===== src/design/mpfb_pkg.sv =====
package mpfb_pkg;

  localparam int unsigned ScreenWidth  = 128;
  localparam int unsigned ScreenHeight = 64;
  localparam int unsigned PageRows     = 8;
  localparam int unsigned PageCount    = (ScreenHeight + PageRows - 1) / PageRows;
  localparam int unsigned BufBytes     = ScreenWidth * PageCount;
  localparam int unsigned AddrW        = $clog2(BufBytes);
  localparam int unsigned XW           = $clog2(ScreenWidth + 1);
  localparam int unsigned YW           = $clog2(ScreenHeight + 1);
  localparam int unsigned PageW        = (PageCount > 1) ? $clog2(PageCount) : 1;
  localparam int unsigned QDepth       = 2;

  typedef enum logic [2:0] {
    OP_PIXEL  = 3'd0,
    OP_FILL   = 3'd1,
    OP_INVERT = 3'd2,
    OP_CLEAR  = 3'd3,
    OP_SWAP   = 3'd4,
    OP_READ   = 3'd5,
    OP_NOP6   = 3'd6,
    OP_NOP7   = 3'd7
  } opcode_e;

  typedef enum logic [1:0] {
    KIND_NONE = 2'd0,
    KIND_RECT = 2'd1,
    KIND_SWAP = 2'd2,
    KIND_READ = 2'd3
  } kind_e;

  // Classified work item: clipped half-open rectangle, draw mode and read index.
  typedef struct packed {
    kind_e           kind;
    logic [1:0]      mode;   // 0 clear, 1 set, 2 invert
    logic [XW-1:0]   x0;
    logic [XW-1:0]   x1;
    logic [YW-1:0]   y0;
    logic [YW-1:0]   y1;
    logic [9:0]      ridx;
  } cmd_t;

  localparam logic [1:0] ModeClear  = 2'd0;
  localparam logic [1:0] ModeSet    = 2'd1;
  localparam logic [1:0] ModeInvert = 2'd2;

endpackage


===== src/design/mpfb_front.sv =====
module mpfb_front (
  input  logic            clk_i,
  input  logic            rst_ni,
  input  logic            start,
  output logic            busy,
  input  logic [2:0]      opcode_i,
  input  logic [8:0]      pos_x_i,
  input  logic [8:0]      pos_y_i,
  input  logic [7:0]      rect_width_i,
  input  logic [7:0]      rect_height_i,
  input  logic            pen_color_i,
  input  logic [9:0]      read_index_i,
  output logic            q_valid_o,
  output mpfb_pkg::cmd_t  q_cmd_o,
  input  logic            q_pop_i
);
  import mpfb_pkg::*;

  cmd_t        cls;
  cmd_t        slot_q [QDepth];
  logic [1:0]  cnt_q, cnt_d;
  logic        wptr_q, rptr_q;
  logic        push;
  logic signed [10:0] sx, sy, ex, ey;
  logic [7:0]  w, h;

  // Classify command and clip the rectangle
  always_comb begin
    w = rect_width_i;
    h = rect_height_i;
    if (opcode_e'(opcode_i) == OP_PIXEL) begin
      w = 8'd1;
      h = 8'd1;
    end
    sx = {{2{pos_x_i[8]}}, pos_x_i};
    sy = {{2{pos_y_i[8]}}, pos_y_i};
    ex = sx + $signed({3'b0, w});
    ey = sy + $signed({3'b0, h});
    cls = '0;
    cls.ridx = read_index_i;
    cls.x0 = sx[10] ? '0 : (sx > 11'(ScreenWidth)  ? XW'(ScreenWidth)  : XW'(sx));
    cls.y0 = sy[10] ? '0 : (sy > 11'(ScreenHeight) ? YW'(ScreenHeight) : YW'(sy));
    cls.x1 = ex[10] ? '0 : (ex > 11'(ScreenWidth)  ? XW'(ScreenWidth)  : XW'(ex));
    cls.y1 = ey[10] ? '0 : (ey > 11'(ScreenHeight) ? YW'(ScreenHeight) : YW'(ey));
    unique case (opcode_e'(opcode_i))
      OP_PIXEL:  begin cls.kind = KIND_RECT; cls.mode = {1'b0, pen_color_i}; end
      OP_FILL:   begin cls.kind = KIND_RECT; cls.mode = {1'b0, pen_color_i}; end
      OP_INVERT: begin cls.kind = KIND_RECT; cls.mode = ModeInvert; end
      OP_CLEAR:  begin
        cls.kind = KIND_RECT; cls.mode = ModeClear;
        cls.x0 = '0; cls.y0 = '0;
        cls.x1 = XW'(ScreenWidth); cls.y1 = YW'(ScreenHeight);
      end
      OP_SWAP:   cls.kind = KIND_SWAP;
      OP_READ:   cls.kind = KIND_READ;
      default:   cls.kind = KIND_NONE;
    endcase
  end

  assign busy = (cnt_q == 2'(QDepth));
  assign push = start && !busy;
  assign q_valid_o = (cnt_q != 2'd0);
  assign q_cmd_o = slot_q[rptr_q];

  // Hold queued transactions
  always_ff @(posedge clk_i) begin
    if (push) slot_q[wptr_q] <= cls;
  end

  always_comb cnt_d = cnt_q + 2'(push) - 2'(q_pop_i);

  // Advance pointers
  always_ff @(posedge clk_i or negedge rst_ni) begin
    if (!rst_ni) begin
      cnt_q <= '0; wptr_q <= 1'b0; rptr_q <= 1'b0;
    end else begin
      cnt_q <= cnt_d;
      if (push) wptr_q <= ~wptr_q;
      if (q_pop_i) rptr_q <= ~rptr_q;
    end
  end
endmodule


===== config.mk =====
export PLATFORM = sky130hd
export DESIGN_NAME = mpfb_front
export DESIGN_NICKNAME = d
export VERILOG_FILES = /design/src/design/mpfb_pkg.sv /design/src/design/mpfb_front.sv
export SDC_FILE = /design/constraint.sdc
export NUM_CORES = 1
export LEC_CHECK = 0
export BUFFER_PORTS_ARGS = -buffer_cell sky130_fd_sc_hd__buf_2
export CAP_MARGIN = 20
export CORE_MARGIN = 2
export CORE_UTILIZATION = 50
export CTS_BUF_LIST = sky130_fd_sc_hd__clkbuf_16
export DETAILED_ROUTE_END_ITERATION = 8
export GPL_ROUTABILITY_DRIVEN = 0
export HOLD_SLACK_MARGIN = 0.06
export PLACE_DENSITY = 0.82
export SLEW_MARGIN = 20
export SYNTH_ARGS = -nofsm -noshare
export SYNTH_HDL_FRONTEND = slang
export SYNTH_SLANG_ARGS = --single-unit

===== constraint.sdc =====
create_clock -name clk_i -period 4.6 [get_ports clk_i]
set_clock_uncertainty 0.1 [all_clocks]
set_input_delay 0 -clock clk_i [delete_from_list [all_inputs] [get_ports clk_i]]
set_output_delay 0 -clock clk_i [all_outputs]
set_load 0.01 [all_outputs]

Yosys cells after proc, flatten, opt, wreduce, memory -nomap -nowiden
Memories as Yosys holds them, arrays and structs flattened. Index checks and enable logic that the tools add are counted.

Register bits after elaboration: 4. Latch bits: 0. Bits in writable memories: 88. Bits in read-only memories: 0. Input bits: 52. Output and inout port bits: 46. Word-level logic and storage cells: 41. Memories kept: 1.

Memories: slot_q (depth 2, bits a word 44, read ports 1, clocked after memory_dff 0, write ports 1, RTL line mpfb_front.sv:20) `cmd_t slot_q [QDepth];`.

$add $sub $neg: 4. Multiply operators: 0. Div/mod/pow operators: 0. Order comparisons: 4. Eq/ne operators: 6. Shift operators: 0. Muxes and demuxes: 15. Bitwise gates (word level): 2. Reduce and logical (&&, ||, !) cells: 6.

Operators with widths (count): $mux 8 (6); $mux 30 (1); $mux 7 (4); $gt 11x7->1 const B (2); $gt 11x8->1 const B (2); $add 9x9->10 (2); $eq 3x2->1 const B (2); $eq 3x3->1 const B (2); $pmux 2 s3 (1); $pmux 2 s2 (1); $reduce_or 4->1 (1); $eq 3x1->1 const B (1); $logic_not 3->1 (1); $add 2x1->2 (1); $eq 2x2->1 const B (1); $mux 1 (2); $not 1->1 (2); $reduce_bool 2->1 (1); $reduce_or 2->1 (1); $sub 2x1->2 (1); $logic_and 1x1->1 (1); $logic_not 1->1 (1).

Depth between registers and ports, before layout
Gate-level depths: netlist (run 1).

Depth after elaboration: 7. Mapped depth: 10. Depth with buffers taken out: 9.

Least setup slack after synthesis (run 1)
OpenSTA, ideal clock, no wires.

Path kind: register to register. Start point: register cnt_q[1]. End point: memory slot_q[0][0] in the netlist's numbering, enable pin. Setup time: 445 ps. Arrival time: 2439 ps. Required time: 4055 ps. Slack: 1616 ps. Stages on the path, launching flop included: 4. Path buffers: 0. Period minus slack after synthesis: 2984 ps. Cell sequence: dfrtp_1 nand2b_1 nand2_1 nor2_1.

Longest elaborated chain between the ends: 5.

RTL lines: start, declared (RTL line mpfb_front.sv:21) `logic [1:0] cnt_q, cnt_d;`; start signal, assigned (RTL line mpfb_front.sv:77) `cnt_q <= cnt_d;`; $eq 2x2->1 (RTL line mpfb_front.sv:60) `assign busy = (cnt_q == 2'(QDepth));`; $logic_not 1->1 (RTL line mpfb_front.sv:61) `assign push = start && !busy;`; $logic_and 1x1->1 (RTL line mpfb_front.sv:61); $mux 1 (RTL line mpfb_front.sv:67) `if (push) slot_q[wptr_q] <= cls;`; $mux 1 (not written as such) (RTL line mpfb_front.sv:67); end, declared (RTL line mpfb_front.sv:20).

Every way passes these cells.

==> results of run 1 <==
[Yosys cell counts (7+ instances only)]
| master | count |
|---|---|
| mux2_2 | 44 |
| a21oi_1 | 10 |
| a21o_1 | 9 |
| nor4_1 | 7 |
| nor2_1 | 8 |
| nor3_1 | 10 |
| ha_1 | 18 |
| and2_1 | 7 |
| and3_1 | 8 |
| edfxtp_1 | 88 |
| nor2b_1 | 16 |
| nand2b_1 | 7 |
| nand2_1 | 12 |
| clkbuf_1 | 7 |
[sequential cells by signal, indices dropped and copies added (netlist names)]
name,flops
cnt_q,2
slot_q,88
rptr_q,1
wptr_q,1
[metrics by stage]
stage	hold slack, ps	utilization (%)
after floorplan	-396	-
after detailed placement	-289	57.7
after CTS	230	65.6
after global routing	273	65.6
after global placement	-293	57.7
final	262	65.6
[layer usage]
| layer | global-route usage (%) | routed length [µm] |
|---|---|---|
| met5 | 0 | 0 |
| met4 | 6.96 | 89 |
| met3 | 3.12 | 407 |
| met2 | 33.7 | 4940 |
| met1 | 25.3 | 4370 |
[worst max-delay path by stage]
stage                        from                      end  slack (ps)  cells past startpoint
6_report              opcode_i[2]  slot_q[1][24]$_DFFE_PP_        1090                     12
5_1_grt               opcode_i[2]  slot_q[0][24]$_DFFE_PP_        1040                     12
4_1_cts               opcode_i[2]  slot_q[1][24]$_DFFE_PP_        1180                     12
3_5_place_dp          opcode_i[2]  slot_q[1][24]$_DFFE_PP_        1500                     11
3_3_place_gp          opcode_i[2]  slot_q[0][24]$_DFFE_PP_        1690                     11
2_1_floorplan  cnt_q[1]$_DFF_PN0_   slot_q[0][0]$_DFFE_PP_        1620                      3
[what timing repair did]
item,in CTS,in global routing
setup endpoints to repair,0,0
hold buffers,37,0
endpoints found under the hold margin,64,0
[power breakdown]
| part | internal [mW] | leakage (nW) | total [mW] | switching [mW] |
|---|---|---|---|---|
| clock | 0.580 | 0.180 | 0.861 | 0.281 |
| combinational | 0.468 | 1.34 | 0.954 | 0.487 |
| sequential | 1.17 | 0.873 | 1.30 | 0.130 |
[critical path: stages]
cell and delay (ps):
dlygate4sd3_1 540, buf_2 180, nor3_2 60, buf_4 200
or2_2 290, ha_1 220, fa_1 450, a211o_1 330
a21o_1 210, a221oi_2 320, a311oi_2 180, nor4b_1 490
[layout make-up]
type	count	area share [%]
Sequential cell	92	45.5
Multi-Input combinational cell	232	31.6
Timing Repair Buffer	136	14.4
Clock buffer	9	3.73
Tap cell	111	2.30
Clock inverter	7	2.18
Inverter	4	0.249
[cell families (layout without fill, tap and decap cells)]
group | count (synthesis) | after routing | share of synthesized area (%)
fa+ha+maj | 20 | 20 | 5.64
buf+inv | 16 | 156 | 1.49
simple gates | 108 | 108 | 13.8
xor+xnor | 8 | 8 | 1.49
mux | 45 | 45 | 10.8
compound gates | 51 | 51 | 8.41
flops | 92 | 92 | 58.3
==> flow_summary_export.csv, run 1 <==
group,metric,value,unit
run_status,outcome,"completed",
cells_and_area,drive_above_1_share,35.4,%
cells_and_area,final_cell_mix,"buf_2, edfxtp_1, mux2_2",
cells_and_area,final_common_cell,"buf_2",
logic_synthesis,yosysTopAreaCellShare,56.2,%
power_and_ir_drop,power.density,516,mW/mm²
placement,place_inst,538,
logic_synthesis,synthFlopType,"edfxtp_1",
placement,numPortBuffers,97,
floorplan,ioPinCount,98,
global_routing,grt_pass1_vias,3289,
worst_setup_path,worstReg2RegStart,"cnt_q[1]$_DFF_PN0_",
logic_synthesis,async_flop_share,4.35,%
cells_and_area,stdcell_count,591,
cells_and_area,fillers,665,
sta,fin_crit,3510,ps
cells_and_area,syn2layout_area_growth,28.3,%
cells_and_area,multi_input_area,0.00191,mm²
clock_tree,cts_buffers,9,
logic_synthesis,synth_edf_count,88,
drt,postRouteWirelength,9810,µm
sta,min_period_over_period,76.3,%
logic_synthesis,synth_cells,340,
logic_synthesis,synth_nets,412,
floorplan,die_w,101,µm
clock_tree,cts_tree,"done",
drt,route.detailed.drc,0,
worst_setup_path,ff2ff_setup_slack,2660,ps
global_routing,grt_usage,19.6,%
clock_tree,clock_path_buffers,2,
drt,dr.pass1.iters,4,
hold_path,min_from,"pos_y_i[3]",
drt,vias,3269,
logic_synthesis,synth_area,0.00470,mm²
power_and_ir_drop,ir_worst_vdd,0.301,mV
drt,via_per_inst,5.53,
drt,routedWlPerCell,16.6,µm
worst_setup_path,crit_arrival,3480,ps
logic_synthesis,avgSynthCellArea,13.8,µm²
clock_tree,clkLatencyLatePin,330,ps
clock_tree,post-cts-setup-buffers,0,
sta,fin_ws,1090,ps
global_routing,overflow,0,
clock_tree,cts.sinks,92,
cells_and_area,seqCellArea,0.00274,mm²
logic_synthesis,yosysSeqAreaShare,58.3,%
global_routing,grt_pass1_wl,15400,µm
clock_tree,cts_resized,0,
logic_synthesis,ys_types,55,
floorplan,die_height,101,µm
flow_run,cap_violations,0,
floorplan,row_count,35,
logic_synthesis,ys_ff_latch,92,
sta,maxSlewHeadroom,29.1,%
placement,hpwlAfterDp,6710,µm
floorplan,design.core.area,0.00920,mm²
logic_synthesis,synth_top_cell_by_area,"edfxtp_1",
logic_synthesis,yosys_warnings,0,
placement,dpl_cell_area,0.00531,mm²
hold_path,hold_class,"input pin to flip-flop",
worst_setup_path,r2r_end,"slot_q[1][41]$_DFFE_PP_",
hold_path,min_to,"slot_q[1][22]$_DFFE_PP_",
power_and_ir_drop,p_total,3.11,mW
sta,tns,0,ps
worst_setup_path,crit_path_end_kind,"flip-flop",
sta,setup_viol,0,
sta,rsz0062_at_grt,"no",
placement,place_ws,1500,ps
floorplan,dieArea,0.0102,mm²
worst_setup_path,cp_max_fo,16,
global_routing,antenna_found_initial,0,
cells_and_area,design_area,0.00603,mm²
floorplan,start_util,51.1,%
cells_and_area,num_antenna_cells,0,
global_routing,grt_max_degree,46,
hold_path,whs_path_depth,4,
worst_setup_path,critPathLaunchType,"input pin",
clock_tree,path_clk_slew,60,ps
sta,hold_violations,0,
sta,fmax,0.285,GHz
drt,ant_nets,0,
logic_synthesis,synth_area_leaders,"edfxtp_1, mux2_2, ha_1, dfrtp_1, nor2b_1",
sta,slew_violations,0,
worst_setup_path,reg2reg_depth,2,
clock_tree,htree_levels,3,
drt,first_iter_violations,149,
sta,tightest_slew,1060,ps
worst_setup_path,critPathRequiredTime,4570,ps
worst_setup_path,timing_worst_setup_path_type,"input pin to flip-flop",
power_and_ir_drop,p_leak,2.40,nW
cells_and_area,layout.nets,547,
clock_tree,clock-root-buffer,"clkbuf_16",
(Power assumes the default switching activity.)
==> run 2: changes to the inputs <==
--- a/config.mk
+++ b/config.mk
@@ -13,7 +13,7 @@
 export DETAILED_ROUTE_END_ITERATION = 8
 export GPL_ROUTABILITY_DRIVEN = 0
 export HOLD_SLACK_MARGIN = 0.06
-export PLACE_DENSITY = 0.82
+export PLACE_DENSITY = 0.85
 export SLEW_MARGIN = 20
 export SYNTH_ARGS = -nofsm -noshare
 export SYNTH_HDL_FRONTEND = slang
==> constraint.sdc (replaced) <==
create_clock -name clk_i -period 2.9 [get_ports clk_i]
set_clock_uncertainty 0.1 [all_clocks]
set_input_delay 0 -clock clk_i [delete_from_list [all_inputs] [get_ports clk_i]]
set_output_delay 0 -clock clk_i [all_outputs]
set_load 0.01 [all_outputs]
==> run 2 against run 1 <==
Against the previous run: combinational power increased by 70%; cell count up 2.0%; critical path depth fell by 3; core utilization rose by 0.54 points; clock-buffer cell count is the same; non-clock buffer count rose by 12; first-iteration DRC count is 12% lower; flip-flop and latch count did not move; routed wire length grew 0.50%; die area did not move; critical endpoint is now slot_q[0][12]$_DFFE_PP_; highest routed layer unchanged.
==> flow_summary_export.csv, run 2 (synthesized netlist as in run 1, its figures left out) <==
group,metric,value,unit
sta,fmax,0.367,GHz
global_routing,grt_pass1_vias,3313,
global_routing,grt_pass1_wl,15400,µm
cells_and_area,syn2layout_area_growth,29.4,%
clock_tree,clkLatencyLatePin,320,ps
floorplan,row_count,35,
floorplan,dieArea,0.0102,mm²
cells_and_area,largest_registers,"slot_q x88, cnt_q x2",
worst_setup_path,crit_chain,"dlygate4sd3_1, buf_2, ha_1, fa_1, nand3_1, a21oi_1, mux2_1, a211o_1, nor4_1",
cells_and_area,final_cell_mix,"buf_2, edfxtp_1, mux2_2",
placement,numPortBuffers,97,
sta,slew_violations,0,
sta,rsz0062_at_grt,"no",
hold_path,hold_class,"input pin to flip-flop",
power_and_ir_drop,p_leak,2.43,nW
worst_setup_path,path_delay_family,"buffers and inverters",
clock_tree,clock-root-buffer,"clkbuf_16",
sta,hold_violations,0,
drt,via_per_inst,5.52,
run_status,outcome,"completed",
clock_tree,path_clk_slew,60,ps
floorplan,design.core.area,0.00920,mm²
floorplan,die_height,101,µm
clock_tree,cts_resized,0,
power_and_ir_drop,power.density,782,mW/mm²
cells_and_area,design_area,0.00608,mm²
worst_setup_path,timing_worst_setup_path_type,"input pin to flip-flop",
sta,setup_viol,0,
worst_setup_path,critPathLaunchType,"input pin",
drt,routedWlPerCell,16.3,µm
cells_and_area,drive_above_1_share,37.2,%
sta,maxSlewHeadroom,56.5,%
global_routing,grt_max_degree,45,
drt,postRouteWirelength,9860,µm
drt,vias,3329,
global_routing,antenna_found_initial,0,
worst_setup_path,max_stage_delay,530,ps
power_and_ir_drop,ir_worst_vdd,0.444,mV
drt,first_iter_violations,131,
worst_setup_path,crit_arrival,2700,ps
worst_setup_path,ff2ff_setup_slack,1170,ps
clock_tree,cts_tree,"done",
worst_setup_path,crit_path_end_kind,"flip-flop",
clock_tree,cts.sinks,92,
worst_setup_path,cp_max_fo,7,
cells_and_area,top_register,"slot_q",
sta,tightest_slew,650,ps
worst_setup_path,critPathRequiredTime,2870,ps
cells_and_area,largest_reg_flops,88,
sta,fin_hold_ws,89.1,ps
floorplan,ioPinCount,98,
sta,min_period_over_period,94.0,%
drt,route.detailed.drc,0,
sta,fin_crit,2730,ps
clock_tree,htree_levels,3,
clock_tree,clock_path_buffers,2,
worst_setup_path,slowest_stage,"dlygate4sd3_1",
flow_run,cap_violations,0,
placement,dpl_cell_area,0.00540,mm²
sta,fin_ws,173,ps
global_routing,grt_usage,19.3,%
floorplan,start_util,51.1,%
clock_tree,hold_buffers,38,
cells_and_area,fillers,672,
placement,place_ws,-67.4,ps
floorplan,die_w,101,µm
global_routing,overflow,0,
worst_setup_path,critical_path_buf_inv_count,2,
clock_tree,cts_buffers,9,
cells_and_area,layout.nets,559,
clock_tree,post-cts-setup-buffers,0,
cells_and_area,fin_util,66.1,%
cells_and_area,num_antenna_cells,0,
cells_and_area,final_common_cell,"buf_2",
drt,dr.pass1.iters,4,
drt,ant_nets,0,
placement,hpwlAfterDp,6810,µm
## run 2: where the power goes
part | internal [mW] | switching (mW) | total (mW)
Combinational | 0.772 | 0.846 | 1.62
Clock | 0.674 | 0.481 | 1.15
Sequential | 1.85 | 0.134 | 1.99
Total | 3.30 | 1.46 | 4.76
## run 2: worst min-delay path: stages
cell and delay, ps:
buf_2 120, inv_1 90, o21ai_0 110
## run 2: cell type report
class / instances / area [µm²] / area share (%)
well taps: 111 / 139 / 2.28
repair buffers: 148 / 976 / 16.0
flip-flops and latches: 92 / 2740 / 45.1
multi-input cells: 232 / 1910 / 31.4
clock buffers: 9 / 225 / 3.70
clock inverters: 7 / 76.3 / 1.25
inverters: 4 / 15.0 / 0.247
## run 2: per-layer routing
| layer | track usage (%) | share of wire (%) | vias to the layer above |
|---|---|---|---|
| met5 | 0 | 0 | - |
| met4 | 6.76 | 1.8 | 0 |
| met3 | 3.47 | 4.5 | 18 |
| met2 | 33.6 | 51 | 99 |
| met1 | 24.4 | 43 | 1595 |
| li1 | - | - | 1617 |
## run 2: through the flow
stage,power [mW],std cells,TNS (ps)
2_1_floorplan,3.02,340,0
3_3_place_gp,3.55,549,0
3_5_place_dp,3.60,549,-441
4_1_cts,4.80,603,0
5_1_grt,5.01,603,0
6_report,4.76,603,0
## run 2: path summary, 6_finish.rpt
| path | depth (start not counted) | to | startpoint |
|---|---|---|---|
| worst min register to register | 1 | cnt_q[0]$_DFF_PN0_ | cnt_q[0]$_DFF_PN0_ |
| min in group asynchronous | 3 | cnt_q[0]$_DFF_PN0_ | rst_ni |
| worst min-delay path | 3 | slot_q[0][42]$_DFFE_PP_ | opcode_i[0] |
| max in group asynchronous | 3 | rptr_q$_DFFE_PN0P_ | rst_ni |
| worst max-delay path | 9 | slot_q[0][12]$_DFFE_PP_ | pos_y_i[0] |
| worst max register to register | 4 | slot_q[0][10]$_DFFE_PP_ | cnt_q[1]$_DFF_PN0_ |
==> run 3: changes to the inputs <==
--- a/config.mk
+++ b/config.mk
@@ -5,15 +5,15 @@
 export SDC_FILE = /design/constraint.sdc
 export NUM_CORES = 1
 export LEC_CHECK = 0
-export BUFFER_PORTS_ARGS = -buffer_cell sky130_fd_sc_hd__buf_2
 export CAP_MARGIN = 20
 export CORE_MARGIN = 2
 export CORE_UTILIZATION = 50
 export CTS_BUF_LIST = sky130_fd_sc_hd__clkbuf_16
 export DETAILED_ROUTE_END_ITERATION = 8
+export DONT_BUFFER_PORTS = 1
 export GPL_ROUTABILITY_DRIVEN = 0
 export HOLD_SLACK_MARGIN = 0.06
-export PLACE_DENSITY = 0.85
+export PLACE_DENSITY = 0.76
 export SLEW_MARGIN = 20
 export SYNTH_ARGS = -nofsm -noshare
 export SYNTH_HDL_FRONTEND = slang
==> run 3 against run 2 <==
Against the previous run: sequential power about the same; sequential share of layout area up 3.8 points; worst hold slack worse by 10 ps; highest routed layer unchanged; core utilization down 5.2 points; cell count fell by 17%; via count is 9.7% lower; power decreased by 4.4%; critical path depth increased by 1; non-clock buffer count decreased by 101; clock-buffer cell count stayed put; fmax rose by 8.7%; combinational power is 17% lower.
==> flow_summary_export.csv, run 3 (synthesized netlist as in run 1, its figures left out) <==
group,metric,value,unit
power_and_ir_drop,p_int,3.16,mW
worst_setup_path,r2r_end,"slot_q[0][16]$_DFFE_PP_",
flow_run,cap_violations,0,
hold_path,hold_class,"input pin to flip-flop",
cells_and_area,layout.nets,458,
cells_and_area,top_register,"slot_q",
power_and_ir_drop,clkPwrFrac,26.7,%
global_routing,overflow,0,
floorplan,dieArea,0.0102,mm²
clock_tree,post-cts-setup-buffers,0,
hold_path,min_from,"pos_x_i[8]",
placement,hpwlAfterDp,6500,µm
power_and_ir_drop,power.density,812,mW/mm²
clock_tree,clock-root-buffer,"clkbuf_16",
clock_tree,htree_levels,3,
floorplan,die_w,101,µm
sta,min_period_over_period,86.5,%
floorplan,die_height,101,µm
cells_and_area,syn2layout_area_growth,19.3,%
cells_and_area,largest_registers,"slot_q x88, cnt_q x2",
global_routing,grt_max_degree,45,
worst_setup_path,cp_max_fo,16,
power_and_ir_drop,switching_share,30.5,%
placement,dpl_cell_area,0.00487,mm²
worst_setup_path,critPathRequiredTime,2880,ps
power_and_ir_drop,ir_worst_vdd,0.428,mV
sta,tns,0,ps
sta,fin_crit,2510,ps
drt,dr.pass1.iters,4,
power_and_ir_drop,power.sequential.fraction,43.7,%
worst_setup_path,reg2reg_depth,4,
cells_and_area,final_common_cell,"edfxtp_1",
clock_tree,cts_tree,"done",
global_routing,grt_pass1_wl,14800,µm
cells_and_area,fillers,708,
drt,via_per_inst,5.98,
drt,routedWlPerCell,19.2,µm
sta,tightest_slew,612,ps
sta,slew_violations,0,
drt,route.detailed.drc,0,
sta,hold_violations,0,
sta,setup_viol,0,
power_and_ir_drop,pwr-share-comb,29.6,%
drt,ant_nets,0,
cells_and_area,drive_above_1_share,19.9,%
power_and_ir_drop,power.switching,1.39,mW
clock_tree,path_clk_slew,60,ps
clock_tree,clkLatencyLatePin,330,ps
global_routing,grt_usage,18.8,%
floorplan,start_util,51.1,%
floorplan,row_count,35,
clock_tree,cts.sinks,92,
worst_setup_path,worstReg2RegStart,"cnt_q[1]$_DFF_PN0_",
cells_and_area,largest_reg_flops,88,
hold_path,min_to,"slot_q[1][26]$_DFFE_PP_",
drt,postRouteWirelength,9670,µm
floorplan,design.core.area,0.00920,mm²
floorplan,ioPinCount,98,
drt,vias,3006,
placement,numPortBuffers,0,
clock_tree,clock_path_buffers,2,
power_and_ir_drop,p_leak,2.03,nW
worst_setup_path,ff2ff_setup_slack,1040,ps
run_status,outcome,"completed",
cells_and_area,final_cell_mix,"edfxtp_1, mux2_2, dlygate4sd3_1",
global_routing,grt_pass1_vias,2878,
worst_setup_path,crit_path_end_kind,"flip-flop",
clock_tree,cts_buffers,9,
worst_setup_path,crit_arrival,2490,ps
sta,fmax,0.399,GHz
worst_setup_path,timing_worst_setup_path_type,"input pin to flip-flop",
drt,first_iter_violations,205,
hold_path,whs_path_depth,3,
worst_setup_path,critPathLaunchType,"input pin",
sta,rsz0062_at_grt,"no",
cells_and_area,design_area,0.00561,mm²
global_routing,antenna_found_initial,0,
sta,maxSlewHeadroom,59.1,%
==> run 3: cell count changes in the layout (fill, tap and decap cells not counted), moves of 2 or more <==
| cell | previous run | this run |
|---|---|---|
| inv_6 | 2 | 0 |
| clkinvlp_4 | 1 | 3 |
| dlygate4sd3_1 | 38 | 42 |
| buf_4 | 12 | 3 |
| buf_2 | 97 | 0 |
| clkinv_4 | 2 | 0 |
==> run 3: area by class of cell <==
class	count	area [µm²]	share of cell area [%]
Sequential cell	92	2740	48.9
Clock inverter	7	91.3	1.63
Timing Repair Buffer	47	483	8.61
Inverter	4	15.0	0.268
Clock buffer	9	225	4.02
Antenna cell	1	2.50	0.0446
Tap cell	111	139	2.48
Multi-Input combinational cell	232	1910	34.0
==> run 3: through the flow <==
stage,instances,hold slack (ps),setup slack (ps),total power [mW],utilization (%)
6_report,503,78.6,392,4.55,61.0
5_1_grt,502,82.0,222,4.74,60.9
4_1_cts,502,66.6,400,4.58,60.9
3_5_place_dp,444,-395,68.4,3.32,52.9
3_3_place_gp,444,-396,208,3.28,52.9
2_1_floorplan,340,-396,14.7,3.02,-
==> run 3: worst max path at each step <==
stage,from,endpoint,slack [ps],cells after the start
finish,opcode_i[1],slot_q[0][11]$_DFFE_PP_,390,10
detailed placement,opcode_i[1],slot_q[0][12]$_DFFE_PP_,70,10
floorplan,opcode_i[2],slot_q[0][16]$_DFFE_PP_,10,10
CTS,opcode_i[1],slot_q[0][11]$_DFFE_PP_,400,10
global route,opcode_i[2],slot_q[0][12]$_DFFE_PP_,220,10
global placement,opcode_i[1],slot_q[1][25]$_DFFE_PP_,210,10
==> run 3: critical path, cell delays in order <==
cell,delay (ps)
nor3_2,30
buf_12,140
or2_2,280
ha_1,240
fa_1,410
nand3_1,130
a21oi_1,80
mux2_1,310
a211o_1,370
nor4b_1,480
==> run 3: per-layer routing <==
metal  track usage, %  vias up  share of wire, %
met4             8.52        0               2.1
li1                 -     1414                 -
met3             3.88       17               6.4
met2             30.6       92                49
met5                0        -                 0
met1             24.4     1483                43
==> run 3: repair_timing <==
action,in CTS,in global routing
resized for setup,0,0
endpoints found under the hold margin,70,0
hold buffers,42,0
==> run 3: power by group through the flow <==
stage                     sequential [mW]  combinational (mW)  clock [mW]
final                                1.99                1.35        1.21
after global routing                 2.02                1.44        1.27
after CTS                            1.99                1.36        1.23
after detailed placement             2.02                1.30           0
after global placement               2.00                1.29           0
after floorplan                      1.94                1.08           0
